==> src/hdl/fpis_pkg.sv <==
`timescale 1ns / 1ps
`default_nettype none
// ----------------------------------------------------------------------------
// fpis_pkg
// Shared constants and codes for the fixed-point image scaler.
// ----------------------------------------------------------------------------
package fpis_pkg;

  // Frame store geometry: word address bits and the per-bank index bits.
  localparam int unsigned FRAME_AW    = 18;
  localparam int unsigned BANK_AW     = FRAME_AW - 1;

  // Screen size; SCR_W holds either dimension plus the source widths.
  localparam int unsigned SCREEN_COLS = 240;
  localparam int unsigned SCREEN_ROWS = 240;
  localparam int unsigned SCR_W       = 11;

  // 10.16 step ratio and bilinear weight widths.
  localparam int unsigned STEP_W      = 26;
  localparam int unsigned FRAC_W      = 16;
  localparam int unsigned WT_W        = 2 * FRAC_W - 8 + 1;

  // Divider operand widths.
  localparam int unsigned DEN_W       = 10;

  // Configuration port.
  localparam int unsigned CFG_IDX_W   = 4;
  localparam int unsigned CFG_DATA_W  = 10;

  typedef enum logic [CFG_IDX_W-1:0] {
    REG_SRC_W    = 4'd0,
    REG_SRC_H    = 4'd1,
    REG_STRIDE   = 4'd2,
    REG_ORIGIN_X = 4'd3,
    REG_ORIGIN_Y = 4'd4,
    REG_DST_W    = 4'd5,
    REG_DST_H    = 4'd6,
    REG_MODE     = 4'd7
  } reg_idx_e;

  typedef enum logic {
    OP_WRITE   = 1'b0,
    OP_REQUEST = 1'b1
  } opcode_e;

  typedef enum logic {
    MODE_NEAREST  = 1'b0,
    MODE_BILINEAR = 1'b1
  } mode_e;

  typedef enum logic [1:0] {
    ST_WRITTEN = 2'd0,
    ST_CROPPED = 2'd1,
    ST_OUTSIDE = 2'd2
  } status_e;

endpackage
`default_nettype wire

==> src/hdl/fpis_div.sv <==
`timescale 1ns / 1ps
`default_nettype none
// ----------------------------------------------------------------------------
// fpis_div
// Restoring divider, one quotient bit per cycle; a zero divisor gives zero.
// ----------------------------------------------------------------------------
module fpis_div import fpis_pkg::*; (
  input  logic              clk_i,
  input  logic              rst_ni,
  input  logic              start_i,
  input  logic [STEP_W-1:0] num_i,
  input  logic [DEN_W-1:0]  den_i,
  output logic              done_o,
  output logic [STEP_W-1:0] quo_o
);

  localparam int unsigned CNT_W = $clog2(STEP_W + 1);

  logic [STEP_W-1:0] num_q, num_d;
  logic [DEN_W-1:0]  rem_q, rem_d;
  logic [DEN_W-1:0]  den_q;
  logic              zero_q;
  logic [CNT_W-1:0]  cnt_q, cnt_d;
  logic              run_q, run_d;
  logic              done_q, done_d;
  logic [DEN_W:0]    trial;
  logic              take;

  always_comb begin
    trial  = {rem_q, num_q[STEP_W-1]};
    take   = (trial >= {1'b0, den_q});
    num_d  = num_q;
    rem_d  = rem_q;
    cnt_d  = cnt_q;
    run_d  = run_q;
    done_d = 1'b0;
    if (start_i) begin
      num_d = num_i;
      rem_d = '0;
      cnt_d = '0;
      run_d = 1'b1;
    end else if (run_q) begin
      num_d = {num_q[STEP_W-2:0], take};
      rem_d = take ? DEN_W'(trial - {1'b0, den_q}) : trial[DEN_W-1:0];
      cnt_d = cnt_q + 1'b1;
      if (cnt_q == CNT_W'(STEP_W - 1)) begin
        run_d  = 1'b0;
        done_d = 1'b1;
      end
    end
  end

  always_ff @(posedge clk_i or negedge rst_ni) begin
    if (!rst_ni) begin
      cnt_q  <= '0;
      run_q  <= 1'b0;
      done_q <= 1'b0;
    end else begin
      cnt_q  <= cnt_d;
      run_q  <= run_d;
      done_q <= done_d;
    end
  end

  always_ff @(posedge clk_i) begin
    num_q <= num_d;
    rem_q <= rem_d;
    if (start_i) begin
      den_q  <= den_i;
      zero_q <= (den_i == '0);
    end
  end

  assign done_o = done_q;
  assign quo_o  = zero_q ? '0 : num_q;

endmodule
`default_nettype wire

==> config.mk <==
export PLATFORM = sky130hd
export DESIGN_NAME = fpis_div
export DESIGN_NICKNAME = d
export VERILOG_FILES = /design/src/hdl/fpis_pkg.sv /design/src/hdl/fpis_div.sv
export SDC_FILE = /design/constraint.sdc
export NUM_CORES = 1
export LEC_CHECK = 0
export BUFFER_PORTS_ARGS = -buffer_cell sky130_fd_sc_hd__buf_2
export CAP_MARGIN = 40
export CORE_UTILIZATION = 33
export DETAILED_ROUTE_END_ITERATION = 6
export GPL_TIMING_DRIVEN = 0
export PLACE_DENSITY = 0.52
export SLEW_MARGIN = 20
export SYNTH_ARGS = -nofsm -noshare
export SYNTH_HDL_FRONTEND = slang
export SYNTH_SLANG_ARGS = --single-unit
==> constraint.sdc <==
create_clock -name clk_i -period 2.2 [get_ports clk_i]
set_input_delay 0 -clock clk_i [delete_from_list [all_inputs] [get_ports clk_i]]
set_output_delay 0 -clock clk_i [all_outputs]
set_load 0.02 [all_outputs]
==> results.py <==
metrics = {
    "power": {
        "p_clk_share_pct": 15.8,
        "seq_power_share_pct": 39.0,
        "p_per_area_nw_per_um2": 901.7,
        "combPwrFrac_pct": 45.2,
        "p_switching_mw": 1.242,
        "p_leak_nw": 1.682,
        "p_sw_share_pct": 34.33,
        "ir_worst_vdd_mv": 0.3899,
        "internal_power_mw": 2.376,
    },
    "run": {
        "maxCapViolCount": 0,
    },
    "final_layout": {
        "layout_common_cells": "buf_2 (65), edfxtp_1 (37), dlygate4sd3_1 (36)",
        "fin_area_um2": 4013,
        "syn_to_final_growth_pct": 39.01,
        "layout_commonest_cell": "buf_2",
        "n_antenna_cell": 0,
        "nets": 413,
        "drive_above_1_share_pct": 36.19,
        "layoutNonFillerInstCount": 467,
        "fin_util_pct": 48.11,
    },
    "critical_path": {
        "r2r_slack_ns": 0.09,
        "cp-startpoint": "den_q[1]",
        "path_cells": "inv_2, ha_4, nor2b_2, o31ai_2, a211o_1, nand2_4, buf_12, mux2_2",
        "worst-path-buf-inv": 2,
        "worstPathMaxFanout": 5,
        "worstSetupPathType": "reg2reg",
        "rr_worst_depth": 8,
        "cp_top_family": "compound AO/OA/AOI/OAI gates",
        "r2r-start": "den_q[1]",
        "crit_end": "num_q[0]",
        "cp_num_cells": 8,
        "required_ns": 2.27,
        "cp-end-kind": "flip-flop",
        "cp_slowest_stage_delay_ns": 0.39,
        "start_kind": "flip-flop",
        "cp_slowest_cell": "edfxtp_1",
        "r2r-end": "num_q[0]",
        "arrival_ns": 2.18,
    },
    "cts": {
        "cts_root_buf": "clkbuf_8",
        "path_clk_slew_ns": 0.10,
        "clock_sinks": 54,
        "clock_path_buffers": 2,
        "cts_tree": "built",
        "htreeDepth": 2,
        "clk_latency_ns": 0.31,
        "cts_buffers": 5,
    },
    "timing": {
        "finClkSkew_ns": 0.007137,
        "tightest_slew_ns": 0.6020,
        "finalCritPeriodShare_pct": 95.75,
        "fin_crit_ns": 2.106,
        "fin_tns_setup_ns": 0,
        "fmax_ghz": 0.4747,
        "finalHoldViolations": 0,
        "whs_ns": 0.01244,
        "slew_violations": 0,
        "setup_viol": 0,
        "max-slew-margin-rel_pct": 59.86,
    },
    "grt": {
        "grt-ovfl-total": 0,
        "grt_antenna_before_repair": 0,
        "grt_pass1_vias": 2207,
        "grt_pass1_wl_mm": 10.37,
        "grt_max_degree": 18,
        "track_usage_pct": 14.93,
    },
    "synthesis": {
        "syn-num-nets": 297,
        "yosys.area.top_type": "edfxtp_1",
        "synth.avg_cell_area_um2": 11.78,
        "ys_types": 44,
        "seq_area_frac_synth_pct": 51.50,
        "synth-seq-cells": 54,
        "synth_warnings": 0,
        "synth_top_area_share_pct": 38.49,
        "synth_cells": 245,
        "netlist_area_um2": 2887,
        "ys_top_cells_by_area": "edfxtp_1 (38%), mux2_2 (10%), dfxtp_1 (6.9%), dfrtp_1 (6.1%), nor2b_1 (5.6%)",
    },
    "floorplan": {
        "fp.dieH_um": 95.53,
        "chipWidth_um": 95.53,
        "coreArea_um2": 8341,
        "die_area_um2": 9125,
        "io_pins": 66,
        "start_util_pct": 34.61,
        "num_rows": 33,
    },
    "min_path": {
        "hold_path_depth": 2,
        "hold_path_class": "in2reg",
    },
    "route": {
        "num_vias": 2210,
        "first_pass_iters": 4,
        "drtIter0Drc": 54,
        "drt-total-wl_mm": 6.803,
        "wl_per_cell_um": 14.57,
        "antenna_left": 0,
        "drc": 0,
        "vias_per_cell": 4.732,
    },
    "status": {
        "outcome": "complete, no violations",
    },
    "placed_design": {
        "placed_cells": 416,
        "place.gp.congestion": 0.7819,
        "place_area_um2": 3358,
        "dp.final_hpwl_mm": 4.366,
        "port_buffers": 65,
    },
}
==> what timing repair did <==
action | in CTS | in global routing
setup endpoints to repair | 8 | 8
resized for setup | 5 | 18
gates cloned | 0 | 1
hold buffers | 36 | 0
buffers inserted | 0 | 6
hold endpoints to repair | 43 | 0
pin swaps | 3 | 13
==> Yosys cell counts <==
cell type	count
a2111o_1	1
o21a_1	3
or4_1	2
nor3_1	4
buf_1	1
o31ai_1	1
inv_1	15
a221o_1	1
mux2_2	26
nand2_1	3
nand3_1	1
a21oi_1	3
a211oi_2	1
ha_1	12
nand2_4	1
nor2b_1	26
nor3b_1	1
o22ai_1	2
xnor2_1	5
nand4b_1	1
fa_1	1
mux2_4	1
buf_12	1
or3_1	1
o21ai_0	2
mux2i_1	8
inv_2	1
nand4_1	4
a2111oi_2	1
xor2_1	5
a221oi_1	1
nor4_1	1
a211oi_1	9
a2111oi_1	1
or2_2	1
a211o_1	1
clkbuf_1	9
nor2_1	29
edfxtp_1	37
o311a_1	1
a21o_1	2
dfrtp_1	7
nand2b_1	1
dfxtp_1	10
==> routing by layer <==
layer / part of all wire [%] / GRT usage (%) / vias up
li1: - / - / 1114
met1: 45 / 18.68 / 1035
met2: 49 / 24.94 / 49
met3: 3.8 / 3.987 / 12
met4: 2.1 / 4.851 / 0
met5: 0 / 0 / -
==> per-stage QoR <==
| step | setup slack, ns | power (mW) |
|---|---|---|
| after global routing | -0.01972 | 3.826 |
| after CTS | 0.02468 | 3.349 |
| after global placement | -0.07965 | 2.662 |
| after detailed placement | -0.1080 | 2.670 |
| after floorplan | 0.1343 | 2.386 |
| final | 0.09354 | 3.618 |
==> sequential cells by signal (all words and copies together), names as in the netlist <==
| name | flops |
|---|---|
| zero_q | 1 |
| num_q | 26 |
| cnt_q | 5 |
| den_q | 10 |
| rem_q | 10 |
| done_o | 1 |
| run_q | 1 |
==> cell families after synthesis <==
| kind of cell | synth area share (%) |
|---|---|
| AOI/OAI and AO/OA | 8.192 |
| and+or+nand+nor | 13.87 |
| muxes | 13.44 |
| DFF | 51.50 |
| xor gates and xnor gates | 3.034 |
| adders and majority gates | 5.895 |
| buffers and inverters | 4.074 |
==> how the worst min path moves through the flow <==
stage | from | slack (ns) | end
3_5_place_dp | rst_ni | -0.15 | done_o
6_report | num_i[10] | 0.01 | num_q[10]
3_3_place_gp | rst_ni | -0.16 | done_o
2_1_floorplan | rst_ni | -0.30 | cnt_q[0]
4_1_cts | num_i[10] | 0.01 | num_q[10]
5_1_grt | num_i[10] | 0.004 | num_q[10]
==> power groups by stage <==
stage	clock network, mW	logic (mW)	registers [mW]
floorplan	0	1.02	1.37
detailed placement	0	1.27	1.40
CTS	0.594	1.37	1.39
global route	0.624	1.76	1.44
global placement	0	1.26	1.41
finish	0.572	1.63	1.41
==> layout make-up <==
type                            count  area [µm²]
Timing Repair Buffer              109       770.7
Sequential cell                    54        1488
Inverter                           16       60.06
Clock buffer                        5       68.82
Buffer                             11       57.56
Clock inverter                      3       20.02
Tap cell                          105       131.4
Fill cell                         796        4328
Multi-Input combinational cell    164        1416
Power figures use the tool's default switching activity.
